[config.mk]
export PLATFORM = sky130hd
export DESIGN_NAME = ims_datapath
export DESIGN_NICKNAME = d
export VERILOG_FILES = /design/src/sv/ims_pkg.sv /design/src/sv/ims_datapath.sv
export SDC_FILE = /design/constraint.sdc
export NUM_CORES = 1
export LEC_CHECK = 0
export BUFFER_PORTS_ARGS = -buffer_cell sky130_fd_sc_hd__clkbuf_2
export CAP_MARGIN = 20
export CORE_UTILIZATION = 49
export DETAILED_ROUTE_END_ITERATION = 7
export HOLD_SLACK_MARGIN = 0.08
export MAX_ROUTING_LAYER = met4
export PLACE_DENSITY_LB_ADDON = 0.25
export SYNTH_ARGS = -nofsm -noshare
export SYNTH_HDL_FRONTEND = slang
export SYNTH_SLANG_ARGS = --single-unit
[constraint.sdc]
create_clock -name clk -period 5.1 [get_ports clk]
set_input_delay 0.765 -clock clk [delete_from_list [all_inputs] [get_ports clk]]
set_output_delay 0.765 -clock clk [all_outputs]
set_load 0.02 [all_outputs]
[src/sv/ims_pkg.sv]
// Shared constants, codes and types of the Ising spin update block.
package ims_pkg;

    localparam int MAX_SIDE    = 64;
    localparam int STORE_DEPTH = MAX_SIDE * MAX_SIDE;
    localparam int ADDR_W      = $clog2(STORE_DEPTH);
    localparam int AREA_W      = $clog2(STORE_DEPTH + 1);
    localparam int EFF_W       = $clog2(MAX_SIDE + 1);

    localparam int SIDE_W  = 7;
    localparam int COEF_W  = 12;
    localparam int SITE_W  = 12;
    localparam int RND_W   = 16;
    localparam int DE_W    = 16;
    localparam int P_W     = 15;
    localparam int NSUM_W  = 4;
    localparam int JN_W    = COEF_W + NSUM_W;
    localparam int CALC_W  = ((SITE_W > AREA_W) ? SITE_W : AREA_W) + 1;
    localparam int NUM_THR = 10;
    localparam int THR_W   = 16;
    localparam int ENT_W   = $clog2(NUM_THR);
    localparam int OUTC_W  = 2;

    localparam int CFG_IDX_W  = 3;
    localparam int CFG_DATA_W = 64;

    // Register indexes of the configuration port
    localparam logic [CFG_IDX_W-1:0] REG_LATTICE_SIDE = 3'd0;
    localparam logic [CFG_IDX_W-1:0] REG_COUPLING_J   = 3'd1;
    localparam logic [CFG_IDX_W-1:0] REG_FIELD_H      = 3'd2;
    localparam logic [CFG_IDX_W-1:0] REG_ACCEPT_A     = 3'd3;
    localparam logic [CFG_IDX_W-1:0] REG_ACCEPT_B     = 3'd4;
    localparam logic [CFG_IDX_W-1:0] REG_ACCEPT_C     = 3'd5;

    // Outcome codes
    localparam logic [OUTC_W-1:0] OUT_FLIPPED  = 2'd0;
    localparam logic [OUTC_W-1:0] OUT_REJECTED = 2'd1;
    localparam logic [OUTC_W-1:0] OUT_OOR      = 2'd2;

    localparam logic [THR_W-1:0] THR_ALWAYS = '1;

    // Microprogram steps
    localparam int STEP_W = 4;
    localparam logic [STEP_W-1:0] STEP_FETCH    = 4'd0;
    localparam logic [STEP_W-1:0] STEP_RD_SELF  = 4'd1;
    localparam logic [STEP_W-1:0] STEP_RD_LEFT  = 4'd2;
    localparam logic [STEP_W-1:0] STEP_RD_RIGHT = 4'd3;
    localparam logic [STEP_W-1:0] STEP_RD_UP    = 4'd4;
    localparam logic [STEP_W-1:0] STEP_RD_DOWN  = 4'd5;
    localparam logic [STEP_W-1:0] STEP_ACC      = 4'd6;
    localparam logic [STEP_W-1:0] STEP_CALC     = 4'd7;
    localparam logic [STEP_W-1:0] STEP_DECIDE   = 4'd8;
    localparam logic [STEP_W-1:0] STEP_COMMIT   = 4'd9;
    localparam logic [STEP_W-1:0] STEP_OOR      = 4'd10;

    typedef enum logic [2:0] {
        ASEL_SELF,
        ASEL_LEFT,
        ASEL_RIGHT,
        ASEL_UP,
        ASEL_DOWN
    } addr_sel_t;

    typedef enum logic [1:0] {
        JC_NONE,
        JC_NO_INPUT,
        JC_OOR,
        JC_OUT_BUSY
    } jcond_t;

    typedef enum logic [1:0] {
        EMIT_NONE,
        EMIT_TRIAL,
        EMIT_OOR
    } emit_t;

    // One microcode control word
    typedef struct packed {
        logic              take;
        logic              rd_en;
        addr_sel_t         asel;
        logic              cap_self;
        logic              acc;
        logic              calc_p;
        logic              decide;
        emit_t             emit;
        jcond_t            jc;
        logic [STEP_W-1:0] target;
        logic              done;
    } ctl_t;

    // Conditions seen by the sequencer
    typedef struct packed {
        logic in_take;
        logic oor;
        logic out_busy;
    } stat_t;

    typedef struct packed {
        logic [EFF_W-1:0]                   side;
        logic [AREA_W-1:0]                  area;
        logic signed [COEF_W-1:0]           coupling;
        logic signed [COEF_W-1:0]           field;
        logic [NUM_THR-1:0][THR_W-1:0]      thr;
    } cfg_t;

    typedef struct packed {
        logic [OUTC_W-1:0]      outcome;
        logic                   new_spin;
        logic signed [DE_W-1:0] energy_change;
    } res_t;

endpackage

[src/sv/ims_datapath.sv]
// Trial datapath: neighbour addressing, energy arithmetic and decision.
module ims_datapath import ims_pkg::*; (
    input  logic              clk,
    input  ctl_t              ctl,
    input  cfg_t              cfg,
    input  logic              in_take,
    input  logic [SITE_W-1:0] in_site,
    input  logic [RND_W-1:0]  in_rnd,
    input  logic              emit_fire,
    input  logic              rd_data,
    output logic              oor,
    output logic              rd_en,
    output logic [ADDR_W-1:0] rd_addr,
    output logic              wr_en,
    output logic [ADDR_W-1:0] wr_addr,
    output logic              wr_data,
    output res_t              res
);

    logic [SITE_W-1:0]        site_reg;
    logic [RND_W-1:0]         rnd_reg;
    logic                     self_reg;
    logic signed [NSUM_W-1:0] nsum_reg;
    logic signed [P_W-1:0]    p_reg;
    logic signed [DE_W-1:0]   de_reg;
    logic                     flip_reg;

    logic [CALC_W-1:0] s_w, a_w, w_w;
    logic [CALC_W-1:0] lf, rt, up, dn, rt_raw, dn_raw;
    logic signed [JN_W-1:0]   jn;
    logic signed [DE_W-1:0]   p2, de;
    logic [ENT_W-1:0]         ent;
    logic [THR_W-1:0]         th;
    logic                     flip;

    assign s_w = CALC_W'(site_reg);
    assign a_w = CALC_W'(cfg.area);
    assign w_w = CALC_W'(cfg.side);

    assign oor = s_w >= a_w;

    // Neighbours wrap over the flat index, so the boundary is helical
    assign rt_raw = s_w + CALC_W'(1);
    assign dn_raw = s_w + w_w;
    assign lf = (s_w == '0) ? a_w - CALC_W'(1) : s_w - CALC_W'(1);
    assign rt = (rt_raw >= a_w) ? rt_raw - a_w : rt_raw;
    assign up = (s_w < w_w) ? s_w + a_w - w_w : s_w - w_w;
    assign dn = (dn_raw >= a_w) ? dn_raw - a_w : dn_raw;

    assign rd_en = ctl.rd_en;

    always_comb
    begin
        unique case (ctl.asel)
            ASEL_SELF:  rd_addr = ADDR_W'(s_w);
            ASEL_LEFT:  rd_addr = ADDR_W'(lf);
            ASEL_RIGHT: rd_addr = ADDR_W'(rt);
            ASEL_UP:    rd_addr = ADDR_W'(up);
            ASEL_DOWN:  rd_addr = ADDR_W'(dn);
            default:    rd_addr = ADDR_W'(s_w);
        endcase
    end

    assign jn = cfg.coupling * nsum_reg;
    assign p2 = DE_W'(p_reg) <<< 1;
    assign de = self_reg ? p2 : -p2;

    // Threshold entry: neighbour sum offset to 0..8, plus one for spin up
    assign ent  = ENT_W'(unsigned'(nsum_reg) + 4'd4) + ENT_W'(self_reg);
    assign th   = cfg.thr[ent];
    assign flip = de[DE_W-1] || (th == THR_ALWAYS) || (rnd_reg < th);

    always_ff @(posedge clk)
    begin
        if (in_take)
        begin
            site_reg <= in_site;
            rnd_reg  <= in_rnd;
        end
        if (ctl.cap_self)
        begin
            self_reg <= rd_data;
            nsum_reg <= '0;
        end
        else if (ctl.acc)
        begin
            nsum_reg <= rd_data ? nsum_reg + 4'sd1 : nsum_reg - 4'sd1;
        end
        if (ctl.calc_p)
        begin
            p_reg <= P_W'(jn) + P_W'(cfg.field);
        end
        if (ctl.decide)
        begin
            de_reg   <= de;
            flip_reg <= flip;
        end
    end

    assign wr_en   = emit_fire && (ctl.emit == EMIT_TRIAL) && flip_reg;
    assign wr_addr = ADDR_W'(site_reg);
    assign wr_data = !self_reg;

    always_comb
    begin
        if (ctl.emit == EMIT_OOR)
        begin
            res.outcome       = OUT_OOR;
            res.new_spin      = 1'b0;
            res.energy_change = '0;
        end
        else
        begin
            res.outcome       = flip_reg ? OUT_FLIPPED : OUT_REJECTED;
            res.new_spin      = self_reg ^ flip_reg;
            res.energy_change = de_reg;
        end
    end

endmodule

-- Yosys cells after proc, flatten, opt, wreduce, memory -nomap -nowiden
Cells that the tools add are included.
- multipliers: 1
- eq/ne operators: 7
- shift-type cells: 0
- add/sub/neg operators: 15
- bitwise operators: 1
- order comparisons: 6
- multiplexer cells: 11
- reductions and logical operators: 6
- div/mod/pow operators: 0
- operators with widths (cell ; number):
    16-bit binary-select mux with 4-bit select ; 1
    12-bit 2-to-1 mux ; 4
    12-bit case mux with 4 select lines ; 1
    16-bit 2-to-1 mux ; 2
    13-bit greater-or-equal comparator ; 2
    12-bit by 1-bit subtractor with 12-bit output (second input constant) ; 2
    12-bit subtractor ; 2
    12-bit by 7-bit subtractor with 12-bit output ; 2
    19-bit 2-to-1 mux ; 1
    16-bit equality test (second input constant) ; 1
    16-bit < comparator ; 1
    16-bit negation ; 1
    15-bit by 12-bit adder with 15-bit output ; 1
    12-bit by 4-bit multiplier with 15-bit output ; 1
    14-bit zero test ; 1
    12-bit by 1-bit adder with 13-bit output (second input constant) ; 1
    12-bit by 7-bit adder with 13-bit output ; 1
    12-bit by 13-bit greater-or-equal comparator with 1-bit output ; 1
    12-bit adder ; 1
    12-bit by 7-bit < comparator with 1-bit output ; 1
    3-bit by 2-bit equality test with 1-bit output (second input constant) ; 2
    4-bit by 5-bit < comparator with 1-bit output (second input constant) ; 1
    4-bit by 1-bit adder with 4-bit output ; 1
    4-bit by 2-bit adder with 4-bit output (second input constant) ; 1
    12 further kinds ; 14
- RAM bits: 0
- bits in registers: 65
- memories: 0
- bits in latches: 0
- ROM bits: 0
- output and inout port bits: 47

-- Logic depth before layout (Yosys ltp)
- depth after elaboration: 7
- mapped depth: 19

-- Least setup slack after synthesis
No wires, ideal clock.
- path type: input-to-output
- from: input cfg[199] (netlist name)
- to: output rd_addr[10]
- arrival: 4.851 ns
- cell stages on the path: 18
- path slack: -0.516 ns
- cell sequence: inv_1 > ha_1 > clkbuf_1 > nor3b_1 > o31ai_1 > a21oi_1 > o41ai_1 > xnor2_1 > ha_1 > nand4_1 > a211oi_1 > nor4_2 > a21oi_1 > o41ai_4 > buf_2 > nand2_1 > a21oi_1 > a2bb2oi_1
- word-level cells in the longest chain between the ends: 4
- ends and longest elaborated chain (element ; RTL line ; text):
    from (decl) ; ims_datapath.sv:5 ; input cfg_t cfg,
    12-bit by 7-bit adder with 13-bit output ; ims_datapath.sv:44 ; assign dn_raw = s_w + w_w;
    12-bit subtractor or 13-bit greater-or-equal comparator (tied branches) ; ims_datapath.sv:48 ; assign dn = (dn_raw >= a_w) ? dn_raw - a_w : dn_raw;
    12-bit 2-to-1 mux ; ims_datapath.sv:48 ;
    12-bit case mux with 4 select lines * ; ims_datapath.sv:54 ; unique case (ctl.asel)
    to (decl) ; ims_datapath.sv:13 ; output logic [ADDR_W-1:0] rd_addr,
Mark *: on every way between the ends. The rest lies on a longest branch, timed or not.

-- Final worst setup path
- from: input cfg[197] (netlist name)
- to: output rd_addr[7]
The elaborated chain is that of the path after synthesis.

==> metrics <==
share of layout cells above drive strength 1=34.8%; worst-path maximum fanout=8; hold slack=between 0.5 and 0.6 ns; port bufs=289; Root Buffer=clkbuf_16; H-tree Lvls=3; DRC Markers=0; ys async rst share=0%; vias post-DR=between 10000 and 15000; initial antenna violation count=4; sequential area share after synthesis=18.1%; path type of the worst setup path=in2out; post-synth top area cell=edfxtp_1; Tightest Hold Check Type=reg2reg; Area Growth Syn to Fin=31.8%; RePlAce Congestion=1.03; die extent in x=148 microns; CTS clk-pin slew, worst paths=0.06 ns; drt wl/cell=19.9 microns; Worst Tran Pin Value=0.878 ns; Cell Rows=52; initial drt markers=700; RSZ-0062 raised after global routing=true; Max-Slew Margin vs Limit=40.9%; cts bufs inserted=9; Yosys reg bits=64; YS warnings=0; top cell type's share of synthesized area=around 17%; Mapped Cells=1137; clk_skew=0.00720 ns; Pre-antenna DRT Iters=5; Worst Path Arrival=4.74 ns; Core Footprint=20600 sq um; WHS Path Cells=0; WHS Endpoint=de_reg[1]; total gr overflow=0; Leak=6.46 nW; post-synthesis cell type count=80; clock sinks=64; count leader, synth=ha_1; Post-synth EDFFs=60; CP required=4.34 ns; non-filler cells, final=1800; Util after Layout=66.7%; internal reg-to-reg setup slack=0.69 ns; Final period util=108%; VDD IR max=0.226 mV; die footprint=21800 sq um; DRT Wirelength=35.8 mm; Hold Startpoint=p_reg[0]; Synth Flop Type=edfxtp_1; vias in the first global route=slightly above 10000; max FFs per register=16; Final min period=5.50 ns; Cell Area, Synth=10400 sq um; CP Capture Type=primary output; top post-synthesis cells by area=edfxtp_1 17%, ha_1 14%, fa_1 9.2%, mux4_2 6.9%, xnor2_1 4.8%; Worst setup SP type=input port; Final ANT Viol Nets=0; Nets=just under 2000; Synth Area per Inst=9.16 sq um; total power=4.10 mW; Starting Density=about half; max-slew violation count=0; worst r2r src=nsum_reg[2]; Hold Vio Cnt, Final=0; violated checks=setup timing; f_max=0.182 GHz; first-pass GRT wire length=54.5 mm; GR Util All Layers=between 30 and 40%; final setup vio count=12; Setup WS post-layout=-0.403 ns; drt via density=5.82; Synth top cells by count=117 x ha_1, 110 x inv_1, 85 x nor2_1; Clock Latency Late Sink=about 0.33 ns; Max Cap Viol=0; R2R depth=15; HPWL after DPL=30.4 mm; Placed Instances=between 1500 and 2000; Max Root-Sink Buffers=2; syn nets=1556; Power Density=299 nW/um^2; # IOs=301; largest net degree at the start of global routing=29; die span in y=148 microns; run status=complete, but fails checks; r2r endpoint=p_reg[14]; TritonCTS clock tree=built
-- critical path, stage by stage --
cell and delay (ns):
buf_8 0.08, ha_4 0.13, inv_2 0.04, fa_2 0.34, o21bai_1 0.17, a21oi_2 0.12, buf_4 0.16, o31ai_4 0.17
nor2_1 0.07, xnor2_1 0.16, ha_1 0.34, nand4_1 0.22, buf_4 0.21, buf_4 0.12, buf_4 0.13, nor4_4 0.34
o41ai_4 0.09, buf_4 0.17, buf_8 0.14, buf_4 0.13, mux2_4 0.30, nand2_2 0.07, o211ai_1 0.09, buf_4 0.19
-- layer usage --
layer,global-route usage [%],up-vias,routed length [microns]
met5,-,-,0
met4,9.02,0,895
met3,6.05,58,3470
met2,53.3,483,16900
met1,43.8,4995,14600
li1,-,4937,-
-- repair_timing --
action,CTS,global route
endpoints found under the setup margin,12,12
hold buffers,0,0
pin swaps,23,22
setup buffers,6,17
resized for setup,37,36
-- cell type report --
class,count,area (sq um)
diodes,4,10.0
clock buffers,9,225
clock inverters,7,128
fillers,1724,6840
inverters,110,423
multi-input cells,918,8180
flip-flops and latches,64,1880
well taps,270,338
repair buffers,418,2540
-- stage by stage --
step | cell area (sq um) | worst slack [ns] | TNS [ns]
floorplan | 10500 | -0.134 | -0.324
global placement | 12900 | -0.480 | -4.37
detailed placement | 12900 | -0.601 | -5.61
CTS | 13500 | -0.338 | -2.92
global route | 13700 | -0.634 | -6.01
finish | 13700 | -0.403 | -4.13
-- how the worst max path moves through the flow --
stage | depth (start not counted) | start | slack [ns] | endpoint
2_1_floorplan | 17 | cfg[199] | -0.13 | rd_addr[2]
3_3_place_gp | 21 | cfg[198] | -0.48 | rd_addr[5]
3_5_place_dp | 21 | cfg[198] | -0.60 | rd_addr[5]
4_1_cts | 22 | cfg[197] | -0.34 | rd_addr[2]
5_1_grt | 22 | cfg[197] | -0.63 | rd_addr[2]
6_report | 24 | cfg[197] | -0.40 | rd_addr[7]
-- cell families after synthesis --
group                    after synthesis  share of synthesized area (%)
AO/OA/AOI/OAI                        257                           17.3
XOR/XNOR                              88                           7.40
adder cells (fa/ha/maj)              165                           23.3
buffers and inverters                155                           6.00
flip-flops                            64                           18.1
multiplexers                          84                           12.0
other                                  1                         0.0360
AND/OR/NAND/NOR                      323                           15.9
-- where the power goes --
group,switching [mW],leakage (nW),internal (mW)
Clock,0.239,0.172,0.484
Sequential,0.0868,0.620,0.750
Combinational,1.35,5.67,1.20
Total,1.67,6.46,2.43
-- cells in the final DEF (no fill, tap or decap), types with 14 or more instances in the layout --
master / netlist / final
nand2_1: 62 / 61
nor2_1: 85 / 81
a211oi_1: 15 / 14
fa_1: 48 / 47
xor2_1: 31 / 30
mux4_2: 32 / 32
inv_1: 110 / 107
mux2i_1: 44 / 42
edfxtp_1: 60 / 60
buf_4: 2 / 131
ha_1: 117 / 112
xnor2_1: 57 / 57
nand2b_1: 20 / 20
a21oi_1: 59 / 50
nor3_1: 22 / 22
and2_1: 41 / 40
nand3_1: 16 / 16
o21ai_0: 39 / 37
clkbuf_2: 0 / 274
o22a_1: 17 / 17
a21o_1: 21 / 21
Note: power is estimated with default switching activity, not from simulation.
