### src/sv/ims_pkg.sv
// Shared constants, codes and types of the Ising spin update block.
package ims_pkg;

    localparam int MAX_SIDE    = 64;
    localparam int STORE_DEPTH = MAX_SIDE * MAX_SIDE;
    localparam int ADDR_W      = $clog2(STORE_DEPTH);
    localparam int AREA_W      = $clog2(STORE_DEPTH + 1);
    localparam int EFF_W       = $clog2(MAX_SIDE + 1);

    localparam int SIDE_W  = 7;
    localparam int COEF_W  = 12;
    localparam int SITE_W  = 12;
    localparam int RND_W   = 16;
    localparam int DE_W    = 16;
    localparam int P_W     = 15;
    localparam int NSUM_W  = 4;
    localparam int JN_W    = COEF_W + NSUM_W;
    localparam int CALC_W  = ((SITE_W > AREA_W) ? SITE_W : AREA_W) + 1;
    localparam int NUM_THR = 10;
    localparam int THR_W   = 16;
    localparam int ENT_W   = $clog2(NUM_THR);
    localparam int OUTC_W  = 2;

    localparam int CFG_IDX_W  = 3;
    localparam int CFG_DATA_W = 64;

    // Register indexes of the configuration port
    localparam logic [CFG_IDX_W-1:0] REG_LATTICE_SIDE = 3'd0;
    localparam logic [CFG_IDX_W-1:0] REG_COUPLING_J   = 3'd1;
    localparam logic [CFG_IDX_W-1:0] REG_FIELD_H      = 3'd2;
    localparam logic [CFG_IDX_W-1:0] REG_ACCEPT_A     = 3'd3;
    localparam logic [CFG_IDX_W-1:0] REG_ACCEPT_B     = 3'd4;
    localparam logic [CFG_IDX_W-1:0] REG_ACCEPT_C     = 3'd5;

    // Outcome codes
    localparam logic [OUTC_W-1:0] OUT_FLIPPED  = 2'd0;
    localparam logic [OUTC_W-1:0] OUT_REJECTED = 2'd1;
    localparam logic [OUTC_W-1:0] OUT_OOR      = 2'd2;

    localparam logic [THR_W-1:0] THR_ALWAYS = '1;

    // Microprogram steps
    localparam int STEP_W = 4;
    localparam logic [STEP_W-1:0] STEP_FETCH    = 4'd0;
    localparam logic [STEP_W-1:0] STEP_RD_SELF  = 4'd1;
    localparam logic [STEP_W-1:0] STEP_RD_LEFT  = 4'd2;
    localparam logic [STEP_W-1:0] STEP_RD_RIGHT = 4'd3;
    localparam logic [STEP_W-1:0] STEP_RD_UP    = 4'd4;
    localparam logic [STEP_W-1:0] STEP_RD_DOWN  = 4'd5;
    localparam logic [STEP_W-1:0] STEP_ACC      = 4'd6;
    localparam logic [STEP_W-1:0] STEP_CALC     = 4'd7;
    localparam logic [STEP_W-1:0] STEP_DECIDE   = 4'd8;
    localparam logic [STEP_W-1:0] STEP_COMMIT   = 4'd9;
    localparam logic [STEP_W-1:0] STEP_OOR      = 4'd10;

    typedef enum logic [2:0] {
        ASEL_SELF,
        ASEL_LEFT,
        ASEL_RIGHT,
        ASEL_UP,
        ASEL_DOWN
    } addr_sel_t;

    typedef enum logic [1:0] {
        JC_NONE,
        JC_NO_INPUT,
        JC_OOR,
        JC_OUT_BUSY
    } jcond_t;

    typedef enum logic [1:0] {
        EMIT_NONE,
        EMIT_TRIAL,
        EMIT_OOR
    } emit_t;

    // One microcode control word
    typedef struct packed {
        logic              take;
        logic              rd_en;
        addr_sel_t         asel;
        logic              cap_self;
        logic              acc;
        logic              calc_p;
        logic              decide;
        emit_t             emit;
        jcond_t            jc;
        logic [STEP_W-1:0] target;
        logic              done;
    } ctl_t;

    // Conditions seen by the sequencer
    typedef struct packed {
        logic in_take;
        logic oor;
        logic out_busy;
    } stat_t;

    typedef struct packed {
        logic [EFF_W-1:0]                   side;
        logic [AREA_W-1:0]                  area;
        logic signed [COEF_W-1:0]           coupling;
        logic signed [COEF_W-1:0]           field;
        logic [NUM_THR-1:0][THR_W-1:0]      thr;
    } cfg_t;

    typedef struct packed {
        logic [OUTC_W-1:0]      outcome;
        logic                   new_spin;
        logic signed [DE_W-1:0] energy_change;
    } res_t;

endpackage

### src/sv/ims_ucode_seq.sv
// Microprogram store and step counter with conditional jumps.
module ims_ucode_seq import ims_pkg::*; (
    input  logic  clk,
    input  logic  rst_n,
    input  stat_t stat,
    output ctl_t  ctl
);

    logic [STEP_W-1:0] pc_reg;
    logic [STEP_W-1:0] pc_next;
    logic              jump;

    function automatic ctl_t ucode_rom(input logic [STEP_W-1:0] step);
        ctl_t w;
        w = '0;
        unique case (step)
            STEP_FETCH:
            begin
                w.take   = 1'b1;
                w.jc     = JC_NO_INPUT;
                w.target = STEP_FETCH;
            end
            STEP_RD_SELF:
            begin
                w.rd_en  = 1'b1;
                w.asel   = ASEL_SELF;
                w.jc     = JC_OOR;
                w.target = STEP_OOR;
            end
            STEP_RD_LEFT:
            begin
                w.rd_en    = 1'b1;
                w.asel     = ASEL_LEFT;
                w.cap_self = 1'b1;
            end
            STEP_RD_RIGHT:
            begin
                w.rd_en = 1'b1;
                w.asel  = ASEL_RIGHT;
                w.acc   = 1'b1;
            end
            STEP_RD_UP:
            begin
                w.rd_en = 1'b1;
                w.asel  = ASEL_UP;
                w.acc   = 1'b1;
            end
            STEP_RD_DOWN:
            begin
                w.rd_en = 1'b1;
                w.asel  = ASEL_DOWN;
                w.acc   = 1'b1;
            end
            STEP_ACC:
            begin
                w.acc = 1'b1;
            end
            STEP_CALC:
            begin
                w.calc_p = 1'b1;
            end
            STEP_DECIDE:
            begin
                w.decide = 1'b1;
            end
            STEP_COMMIT:
            begin
                w.emit   = EMIT_TRIAL;
                w.jc     = JC_OUT_BUSY;
                w.target = STEP_COMMIT;
                w.done   = 1'b1;
            end
            STEP_OOR:
            begin
                w.emit   = EMIT_OOR;
                w.jc     = JC_OUT_BUSY;
                w.target = STEP_OOR;
                w.done   = 1'b1;
            end
            default:
            begin
                w.done = 1'b1;
            end
        endcase
        return w;
    endfunction

    assign ctl = ucode_rom(pc_reg);

    always_comb
    begin
        unique case (ctl.jc)
            JC_NONE:     jump = 1'b0;
            JC_NO_INPUT: jump = !stat.in_take;
            JC_OOR:      jump = stat.oor;
            JC_OUT_BUSY: jump = stat.out_busy;
            default:     jump = 1'b0;
        endcase

        if (jump)
        begin
            pc_next = ctl.target;
        end
        else if (ctl.done)
        begin
            pc_next = STEP_FETCH;
        end
        else
        begin
            pc_next = pc_reg + 1'b1;
        end
    end

    always_ff @(posedge clk or negedge rst_n)
    begin
        if (!rst_n)
        begin
            pc_reg <= STEP_FETCH;
        end
        else
        begin
            pc_reg <= pc_next;
        end
    end

endmodule

### config.mk
export PLATFORM = sky130hd
export DESIGN_NAME = ims_ucode_seq
export DESIGN_NICKNAME = d
export VERILOG_FILES = /design/src/sv/ims_pkg.sv /design/src/sv/ims_ucode_seq.sv
export SDC_FILE = /design/constraint.sdc
export NUM_CORES = 1
export LEC_CHECK = 0
export ABC_CLOCK_PERIOD_IN_PS = 4800
export BUFFER_PORTS_ARGS = -buffer_cell sky130_fd_sc_hd__buf_2
export CAP_MARGIN = 20
export CORE_AREA = 2 2 39 41
export DETAILED_ROUTE_END_ITERATION = 8
export DIE_AREA = 0 0 41 43
export GPL_TIMING_DRIVEN = 0
export PLACE_DENSITY = 0.71
export REMOVE_ABC_BUFFERS = 1
export SLEW_MARGIN = 20
export SYNTH_ARGS = -nofsm -noshare
export SYNTH_HDL_FRONTEND = slang
export SYNTH_SLANG_ARGS = --single-unit
### constraint.sdc
create_clock -name clk -period 4.8 [get_ports clk]
set_input_delay 0 -clock clk [delete_from_list [all_inputs] [get_ports clk]]
set_output_delay 0 -clock clk [all_outputs]
set_load 0.01 [all_outputs]
# After elaboration in Yosys (flattened, before gate mapping)
# Index checks and enable logic that the tools add are counted.
# word_totals
reg_bits	4
out_inout_bits	18
# classes
add_sub_neg	1
eq_ne	13
mux	12
n_reduce_logical	5
# op_table
op	n
case mux 6 bit (4 select lines)	1
case mux 4 bit (5 select lines)	1
== test 4 x 3 -> 1 bit, second input constant	4
== test 4 bit, second input constant	3
OR reduction 9 bit	1
== test 4 x 2 -> 1 bit, second input constant	2
two-way mux 4 bit	2
two-way mux 1 bit	6
adder 4 x 1 -> 4 bit, second input constant	1
== test 2 bit, second input constant	2
== test 4 x 1 -> 1 bit, second input constant	1
logical NOT 4 bit	1
case mux 1 bit (4 select lines)	1
case mux 2 bit (2 select lines)	1
OR reduction 4 bit	1
== test 2 x 1 -> 1 bit, second input constant	1
logical NOT 2 bit	1
logical NOT 1 bit	1

# Longest topological paths before layout
# Gate-level depths: netlist (run 1).
# logic_depth
ltp_word	5
depth_mapped	7

# Worst setup path before layout (run 1)
# OpenSTA, ideal clock, no wires.
# synth_timing
path_type	register to register
start	reg pc_reg[0]
end	reg pc_reg[3]
t_arrival_ns	1.561
required_time_ns	4.676
setup_slack_ns	3.115
path_stages_with_launch	7
n_path_buf	0
period_less_slack_ns	1.685
cell_sequence	dfrtp_1 -> inv_1 -> ha_1 -> or2_4 -> a311oi_4 -> a21oi_1 -> o21bai_1
# synth_between
elab_chain_len	5
word_cells_on_any_way	21
cone_classes	add/sub: 1; eq/ne: 13; mux: 4; reduce/logical: 3
# synth_rtl
element	line	rtl
start, declared	ims_ucode_seq.sv:9	logic [STEP_W-1:0] pc_reg;
start signal, assigned	ims_ucode_seq.sv:122	pc_reg <= pc_next;
== test 4 bit, or another cell as far along	ims_ucode_seq.sv:16	unique case (step)
case mux 6 bit (4 select lines)	ims_ucode_seq.sv:16	
== test 2 bit, or another cell as far along	ims_ucode_seq.sv:92	unique case (ctl.jc)
case mux 1 bit (4 select lines)	ims_ucode_seq.sv:92	
two-way mux 4 bit *	ims_ucode_seq.sv:100	if (jump)
via pc_next[3]	ims_ucode_seq.sv:10	logic [STEP_W-1:0] pc_next;
# Mark *: on every way through the listed nets, which the timed path passes. The rest lies on a longest branch.

# Worst setup path after layout (run 1)
# Ends and elaborated chain as after synthesis.

==> summary.md, run 1 <==
| Metric | Value |
|---|---|
| Status | `finished clean` |
| # clock sinks | `4` |
| Critical path endpoint category | `flop` |
| Sum of negative setup slack | `0 ps` |
| Crit path required time | `4920 ps` |
| CTS tree | `built` |
| Leak | `roughly 0.36 nW` |
| Largest net degree at the start of global routing | `17` |
| Starting density of the core | `39.6%` |
| Synth cell types | `31` |
| Post-Syn Instances | `71` |
| Final number of max-transition violations | `0` |
| Peak VDD IR | `0.000271 V` |
| Row count | `14` |
| Port Buf Inserts | `21` |
| Crit-path slowest cell | `dfrtp_1` |
| RePlAce Congestion | `approximately 0.73` |
| Worst Hold Class | `primary input to async pin` |
| FMAX | `528 MHz` |
| Diode count | `0` |
| Area growth, synth to finish | `21.7%` |
| RSZ-0062 raised after global routing | `no` |
| Total vias in the final route | `527` |
| FF+latch count, synth | `4` |
| IO Count | `23` |
| Synth top area cells | `dfrtp_1, ha_1, a21oi_1` |
| Initial antenna violation count | `0` |
| Clock Pin Slew Worst Setup and Hold Paths | `40 ps` |
| Crit path cell chain | `inv_1 -> ha_1 -> or2_4 -> a311oi_4 -> a21oi_1 -> o21bai_1` |
| Syn Std Cell Area | `548 um^2` |
| Layout cells sized above 1 | `31.5%` |
| Max-Cap Viols | `0` |
| First-pass GRT wire length | `1.89 mm` |
| Die Y | `43 um` |
| 1st-iter DRT viols | `12` |
| Final setup viols | `0` |
| Clock buffer depth | `2` |
| Delay-heaviest family, CP | `compound AO/OA/AOI/OAI gates` |
| Worst hold slack | `93.0 ps` |
| Synth top area share | `18.3%` |
| CP max FO | `6` |
| Final HPWL from detailed placement | `851 um` |
| Avg Inst Size Synth | `7.72 um^2` |
| Fill cells | `about 140` |
| WS Path Type | `flop to flop` |
| Core footprint | `1380 um^2` |
| Post-Route Utilization | `48.2%` |
| Post-layout nets | `100` |
| Pwr Density | `596 nW/um^2` |
| Largest area contributor in the netlist | `dfrtp_1` |
| Post-cts resize count | `0` |
| # DRC | `0` |
| Final hold vios | `0` |
| Final period util | `between 30% and 40%` |
| WP buf/inv | `1` |
| Commonest cells after routing, fill and taps aside | `buf_2, a21oi_1, and2_1, nor2_1, nand2_1` |
| Max FFs per register | `4` |
| Final instance area | `667 um^2` |
| DRT Wirelength | `1.13 mm` |
| Post CTS Setup Buffer Count | `0` |
| Critical path arrival | `2010 ps` |
| Synth Warn # | `0` |
| Tot GR Track Use | `roughly 15%` |
| Delay of the slowest cell on the worst path | `440 ps` |
| Min cycle time layout | `1890 ps` |
| DRT Pass-1 Iters | `3` |
| Max_slew headroom | `64.8%` |
| Post-DR vias/cell | `5.02` |
| Vias in the first global route | `466` |
| Commonest non-fill, non-tap cell in the layout | `buf_2` |
| H-tree levels | `1` |
| Overflow after GRT | `0` |
| Total CTS buffers | `3` |
| Sequential share of the synthesized area | `a little under a fifth` |
| Crit start category | `flop` |
| Die area | `approximately 1800 um^2` |
| CTS Root Cell | `clkbuf_4` |
| DP Area | `634 um^2` |
| Worst-Margin Slew | `about 530 ps` |
| ANT nets after route | `0` |
| Clock latency at the later pin of the worst-skew pair | `240 ps` |
| Die Span X | `41 um` |
| Skew final | `3.18 ps` |
| Routed len/inst | `~11 um` |
-- stage by stage --
stage,power (mW),std cells,setup slack [ps]
6_report,0.397,105,2910
5_1_grt,0.444,105,2810
4_1_cts,0.402,105,2900
3_5_place_dp,0.357,101,2910
3_3_place_gp,0.352,101,2930
2_1_floorplan,0.271,64,3120
-- final cells by class --
type | instances | area [um^2] | share of cell area [%]
multi-input cells | 56 | 394 | 59.1
inverters | 4 | 15.0 | 2.25
flip-flops and latches | 4 | 100 | 15.0
well taps | 16 | 20.0 | 3.00
repair buffers | 22 | 115 | 17.3
clock buffers | 3 | 22.5 | 3.38
-- synthesized netlist by cell type --
| library cell | number |
|---|---|
| dfrtp_1 | 4 |
| mux2i_1 | 2 |
| a21o_1 | 1 |
| and3_4 | 1 |
| a221oi_1 | 1 |
| or3_1 | 1 |
| nor2_1 | 6 |
| buf_2 | 4 |
| and2b_1 | 1 |
| a311oi_4 | 1 |
| nor3b_1 | 1 |
| nor4_1 | 1 |
| buf_4 | 2 |
| o21ai_0 | 1 |
| o21bai_1 | 1 |
| nor2b_1 | 1 |
| a41oi_1 | 1 |
| nand2_1 | 6 |
| and3b_1 | 1 |
| and2_1 | 6 |
| nand2b_1 | 5 |
| or3b_1 | 1 |
| conb_1 | 1 |
| a21oi_1 | 8 |
| ha_1 | 4 |
| inv_1 | 4 |
| a31oi_1 | 1 |
| and4bb_1 | 1 |
| o31ai_2 | 1 |
| clkbuf_1 | 1 |
| or2_4 | 1 |
-- logic make-up after synthesis --
kind of cell	Yosys count	share of synthesized area, %
AOI/OAI and AO/OA	16	22.4
other	1	0.684
and+or+nand+nor	33	36.1
buffers and inverters	11	9.82
DFF	4	18.3
muxes	2	3.65
adders and majority gates	4	9.13
-- worst reg2reg max path, stage by stage, from the launching register on --
cell and delay [ps]:
dfrtp_1 440, inv_1 90, ha_1 290, or2_4 300
a311oi_4 370, a21oi_1 110, o21bai_1 170
-- worst paths after layout --
kind	cells after the start	slack (ps)	end	startpoint
setup / recovery	6	2910	pc_reg[3]	pc_reg[0]
hold / removal	2	90	pc_reg[0]	rst_n
setup reg to reg	6	2910	pc_reg[3]	pc_reg[0]
hold reg to reg	1	580	pc_reg[0]	pc_reg[0]
max in group asynchronous	2	4590	pc_reg[3]	rst_n
min in group clk	5	160	pc_reg[2]	stat[2]
-- power by group --
part | switching, mW | internal (mW)
Sequential | 0.0305 | 0.0452
Combinational | 0.150 | 0.128
Clock | 0.0146 | 0.0280
-- repair_timing --
item                                   4_1_cts  5_1_grt
hold buffers                                 1        0
endpoints found under the hold margin        4        0
setup endpoints to repair                    0        0
-- per-layer routing --
metal  global-route usage [%]  up-vias  part of all wire (%)
li1                         -      277                     -
met1                     20.4      229                    47
met2                     24.1       19                    44
met3                     1.57        2                   7.3
met4                     6.00        0                   1.7
met5                        0        -                     0
Note: power is estimated with default switching activity, not from simulation.
==> run 2, diff against run 1 <==
--- a/config.mk
+++ b/config.mk
@@ -5,7 +5,7 @@
 export SDC_FILE = /design/constraint.sdc
 export NUM_CORES = 1
 export LEC_CHECK = 0
-export ABC_CLOCK_PERIOD_IN_PS = 4800
+export ABC_CLOCK_PERIOD_IN_PS = 1760
 export BUFFER_PORTS_ARGS = -buffer_cell sky130_fd_sc_hd__buf_2
 export CAP_MARGIN = 20
 export CORE_AREA = 2 2 39 41
==> constraint.sdc (replaced) <==
create_clock -name clk -period 1.76 [get_ports clk]
set_input_delay 0 -clock clk [delete_from_list [all_inputs] [get_ports clk]]
set_output_delay 0 -clock clk [all_outputs]
set_load 0.01 [all_outputs]
==> summary.md, run 2 (synthesis gave the netlist of run 1 again) <==
| Metric | Value |
|---|---|
| Post-DR vias/cell | `5.11` |
| RSZ-0062 raised after global routing | `yes` |
| IO Count | `23` |
| Leak | `0.386 nW` |
| Area growth, synth to finish | `39.0%` |
| Clock power frac | `9.1%` |
| Net Switching | `0.614 mW` |
| Crit start category | `flop` |
| DRT Wirelength | `about 1.3 mm` |
| Clock Pin Slew Worst Setup and Hold Paths | `40 ps` |
| Crit path required time | `roughly 1900 ps` |
| Clock buffer depth | `2` |
| Final HPWL from detailed placement | `851 um` |
| Status | `finished clean` |
| Die Y | `~43 um` |
| Net Sw Frac | `around half` |
| Total CTS buffers | `3` |
| Starting density of the core | `39.6%` |
| Sequential Area | `104 um^2` |
| Critical path arrival | `1850 ps` |
| Crit-path slowest cell | `dfrtp_2` |
| Total vias in the final route | `562` |
| Final setup viols | `0` |
| Worst hold slack | `approximately 95 ps` |
| Vias in the first global route | `482` |
| Tot GR Track Use | `roughly 16%` |
| 1st-iter DRT viols | `5` |
| WS Path Type | `flop to flop` |
| Final hold vios | `0` |
| Critical path endpoint category | `flop` |
| Peak VDD IR | `0.000779 V` |
| H-tree levels | `1` |
| Worst Hold Class | `primary input to async pin` |
| Clock latency at the later pin of the worst-skew pair | `240 ps` |
| Min cycle time layout | `1740 ps` |
| ANT nets after route | `0` |
| # clock sinks | `4` |
| Layout cells sized above 1 | `between 40% and 50%` |
| CTS Root Cell | `clkbuf_4` |
| Diode count | `0` |
| Initial antenna violation count | `0` |
| Commonest non-fill, non-tap cell in the layout | `buf_2` |
| Die area | `1760 um^2` |
| Comb power frac | `73.9%` |
| Row count | `14` |
| R2R depth | `6` |
| Crit path cell chain | `inv_4 -> ha_4 -> or2_4 -> a311oi_4 -> a21oi_1 -> o21bai_1` |
| Post-layout nets | `105` |
| Commonest cells after routing, fill and taps aside | `buf_2, a21oi_1, and2_1, nor2_1, nand2_1` |
| Fill cells | `137` |
| Largest net degree at the start of global routing | `17` |
| Final period util | `98.8%` |
| RePlAce Congestion | `roughly 0.73` |
| CTS tree | `built` |
| Core footprint | `1380 um^2` |
| DRT Pass-1 Iters | `4` |
| Routed len/inst | `11.6 um` |
| Delay of the slowest cell on the worst path | `420 ps` |
| Final Instance Count excl. Fillers | `110` |
| Overflow after GRT | `0` |
| Final number of max-transition violations | `0` |
| Sequential power share | `17.0%` |
| Pwr Density | `1670 nW/um^2` |
| Max-Cap Viols | `0` |
| CP max FO | `6` |
| Port Buf Inserts | `21` |
| Multi-input gate area | `448 um^2` |
| Die Span X | `41 um` |
| FMAX | `575 MHz` |
| Internal | `~0.66 mW` |
| Placed Cells | `around 100` |
| Max FFs per register | `4` |
| # DRC | `0` |
| Skew final | `3.87 ps` |
| First-pass GRT wire length | `1.97 mm` |
==> run 2: worst max-delay path, delay by kind of cell (launching register included) <==
family / cells / cell delay [ps]
buffers and inverters: 1 / 60
adders and majority gates: 1 / 180
DFF: 1 / 420
AOI/OAI and AO/OA: 3 / 670
and+or+nand+nor: 1 / 270
==> run 2: final cells by class <==
cell class / count / area share [%]
Timing Repair Buffer: 27 / 19.7
Inverter: 4 / 2.30
Clock buffer: 3 / 2.96
Tap cell: 16 / 2.63
Sequential cell: 4 / 13.6
Multi-Input combinational cell: 56 / 58.8
==> run 2: power by group through the flow <==
stage               Clock, mW  Combinational (mW)  Sequential [mW]
global placement            0               0.756            0.204
CTS                     0.121               0.840            0.205
global route            0.130                1.05            0.225
finish                  0.115               0.941            0.217
floorplan                   0               0.554            0.185
detailed placement          0               0.766            0.208
==> run 2: final timing paths <==
| check | start | endpoint | slack [ps] |
|---|---|---|---|
| worst max register to register | pc_reg[0] | pc_reg[3] | 20 |
| worst max-delay path | pc_reg[0] | pc_reg[3] | 20 |
| min in group clk | stat[2] | pc_reg[2] | 170 |
| worst min register to register | pc_reg[0] | pc_reg[0] | 680 |
| worst min-delay path | rst_n | pc_reg[0] | 90 |
| max in group asynchronous | rst_n | pc_reg[3] | 1530 |
==> run 2: stage by stage <==
step | worst slack, ps | TNS (ps) | utilization [%] | instance area [um^2] | total power [mW]
CTS | 4.06 | 0 | 50.8 | 703 | 1.17
finish | 21.2 | 0 | 55.1 | 762 | 1.27
detailed placement | -132 | -301 | 45.8 | 634 | 0.974
global placement | -106 | -230 | 45.8 | 634 | 0.960
global route | -44.9 | -57.4 | 55.1 | 762 | 1.41
floorplan | 75.3 | 0 | - | 509 | 0.739
==> run 2: timing repair <==
action                                 CTS  global route
gates resized for setup                  6             9
cloned                                   0             0
hold buffers                             1             0
setup endpoints to repair                6             6
pin swaps                                1             3
endpoints found under the hold margin    4             0
buffers inserted                         1             4
==> run 2: metal layers <==
layer	track usage [%]	up-vias	share of wire, %
li1	-	288	-
met1	20.4	256	46
met2	25.9	18	47
met3	1.57	0	6.3
met4	6.00	0	0
met5	0	-	0
==> run 3, diff against run 2 <==
--- a/config.mk
+++ b/config.mk
@@ -5,6 +5,7 @@
 export SDC_FILE = /design/constraint.sdc
 export NUM_CORES = 1
 export LEC_CHECK = 0
+export ABC_AREA = 1
 export ABC_CLOCK_PERIOD_IN_PS = 1760
 export BUFFER_PORTS_ARGS = -buffer_cell sky130_fd_sc_hd__buf_2
 export CAP_MARGIN = 20
@@ -12,7 +13,7 @@
 export DETAILED_ROUTE_END_ITERATION = 8
 export DIE_AREA = 0 0 41 43
 export GPL_TIMING_DRIVEN = 0
-export PLACE_DENSITY = 0.71
+export PLACE_DENSITY = 0.65
 export REMOVE_ABC_BUFFERS = 1
 export SLEW_MARGIN = 20
 export SYNTH_ARGS = -nofsm -noshare
==> summary.md, run 3 <==
| Metric | Value |
|---|---|
| FF+latch count, synth | `4` |
| Max-Cap Viols | `0` |
| DRT Pass-1 Iters | `4` |
| Clock latency at the later pin of the worst-skew pair | `about 230 ps` |
| DP Area | `573 um^2` |
| Critical path arrival | `roughly 1600 ps` |
| Critical path endpoint category | `output pin` |
| Final HPWL from detailed placement | `828 um` |
| Die Span X | `about 40 um` |
| Routed len/inst | `8.48 um` |
| Clock Pin Slew Worst Setup and Hold Paths | `40 ps` |
| Main flop type after synthesis | `dfrtp_1` |
| Diode count | `0` |
| Status | `finished clean` |
| Sequential Area | `100 um^2` |
| # clock sinks | `4` |
| Skew final | `around 1.6 ps` |
| # DRC | `0` |
| 1st-iter DRT viols | `12` |
| Total CTS buffers | `3` |
| Final period util | `between 90% and 100%` |
| Port Buf Inserts | `21` |
| Largest area contributor in the netlist | `dfrtp_1` |
| Total Power | `1.28 mW` |
| Overflow after GRT | `0` |
| Synth top area share | `21.1%` |
| Final hold vios | `0` |
| Max FFs per register | `4` |
| Sequential share of the synthesized area | `21.1%` |
| Multi-input gate area | `290 um^2` |
| Final number of max-transition violations | `0` |
| Post-layout nets | `109` |
| Synth top area cells | `dfrtp_1, nand2_1, inv_1` |
| Synth cell types | `19` |
| Core footprint | `1380 um^2` |
| Commonest cells after routing, fill and taps aside | `buf_2, nand2_1, inv_1` |
| Avg Inst Size Synth | `6.24 um^2` |
| Pwr Density | `2110 nW/um^2` |
| CP max FO | `5` |
| RePlAce Congestion | `0.753` |
| Beginning of the critical path | `pc_reg[0]` |
| Vias in the first global route | `390` |
| CTS Root Cell | `clkbuf_4` |
| First-pass GRT wire length | `around 1.5 mm` |
| Crit start category | `flop` |
| DRT Wirelength | `roughly 970 um` |
| Post-Syn Instances | `76` |
| WS Path Type | `flop to output pin` |
| Syn Std Cell Area | `474 um^2` |
| HP Start | `stat[1]` |
| CTS tree | `built` |
| Initial antenna violation count | `0` |
| FMAX | `628 MHz` |
| H-tree levels | `1` |
| Worst r2r src | `pc_reg[0]` |
| Min cycle time layout | `1590 ps` |
| Worst Hold Class | `primary input to flop` |
| Post-DR vias/cell | `4.38` |
| Fill cells | `145` |
| Peak VDD IR | `slightly below 0.0007 V` |
| Area growth, synth to finish | `28.2%` |
| Register-to-register setup slack | `260 ps` |
| Async SR Flop Fraction | `between 90% and 100%` |
| Synth top cells by count | `nand2_1, inv_1, nor2_1` |
| Starting density of the core | `34.3%` |
| RSZ-0062 raised after global routing | `no` |
| Commonest non-fill, non-tap cell in the layout | `buf_2` |
| Tot GR Track Use | `12.5%` |
| Crit path required time | `1760 ps` |
| Final setup viols | `0` |
| Clock buffer depth | `2` |
| Final instance area | `between 600 and 700 um^2` |
| Die Y | `43 um` |
| ANT nets after route | `0` |
| Largest net degree at the start of global routing | `10` |
| Synth Warn # | `0` |
| IO Count | `23` |
| Total vias in the final route | `499` |
| Most common cell in the netlist | `nand2_1` |
| Row count | `14` |
| Die area | `1760 um^2` |
| Sum of negative setup slack | `0 ps` |
| Post-synth EDFFs | `0` |
| Layout cells sized above 1 | `34.7%` |
| Leak | `0.420 nW` |
[run 3: area by class of cell]
class	instances	area share, %
Sequential cell	4	16.5
Multi-Input combinational cell	53	47.7
Tap cell	16	3.29
Inverter	16	9.88
Timing Repair Buffer	22	18.9
Clock buffer	3	3.70
[run 3: where the power goes]
part	internal, mW	switching [mW]	leakage, nW	total, mW
Clock	0.0760	0.0340	0.0138	0.110
Combinational	0.370	0.606	0.354	0.976
Sequential	0.138	0.0607	0.0519	0.198
[run 3: critical path: stages (launching register included)]
cell and delay, ps:
dfrtp_1 390, inv_1 130, ha_1 220, inv_1 60
nand2_1 90, inv_1 40, nor2_1 100, nor2_2 50
nand2_2 110, inv_1 40, buf_2 130
[run 3: layer usage]
metal / track usage, % / part of all wire, %
met1: 15.3 / 47
met2: 19.4 / 49
met3: 4.71 / 4.3
met4: 4.00 / 0
met5: 0 / 0
[run 3: path summary, 6_finish.rpt]
path | cells after the start | to
max | 10 | ctl[0]
min | 3 | pc_reg[3]
max reg2reg | 10 | pc_reg[0]
min reg2reg | 3 | pc_reg[0]
max in group asynchronous | 2 | pc_reg[1]
min in group asynchronous | 2 | pc_reg[3]
[run 3: stage by stage]
step / util [%] / cells / setup WS (ps) / hold slack [ps]
after floorplan: - / 73 / 258 / -296
after global placement: 41.4 / 110 / 240 / -196
after detailed placement: 41.4 / 110 / 232 / -192
after CTS: 43.8 / 114 / 127 / 46.2
after global routing: 43.9 / 114 / 8.39 / 51.5
final: 43.9 / 114 / 167 / 42.8
[run 3: cell families after synthesis]
logic type | share of synthesized area, %
DFF | 21.1
AOI/OAI and AO/OA | 4.75
other | 0.791
adders and majority gates | 10.6
buffers and inverters | 18.2
and+or+nand+nor | 44.6
[run 3: what timing repair did]
action,CTS,global route
hold buffers,1,0
endpoints found under the hold margin,4,0
gates resized for setup,0,1
setup buffers,0,0
endpoints found under the setup margin,0,1
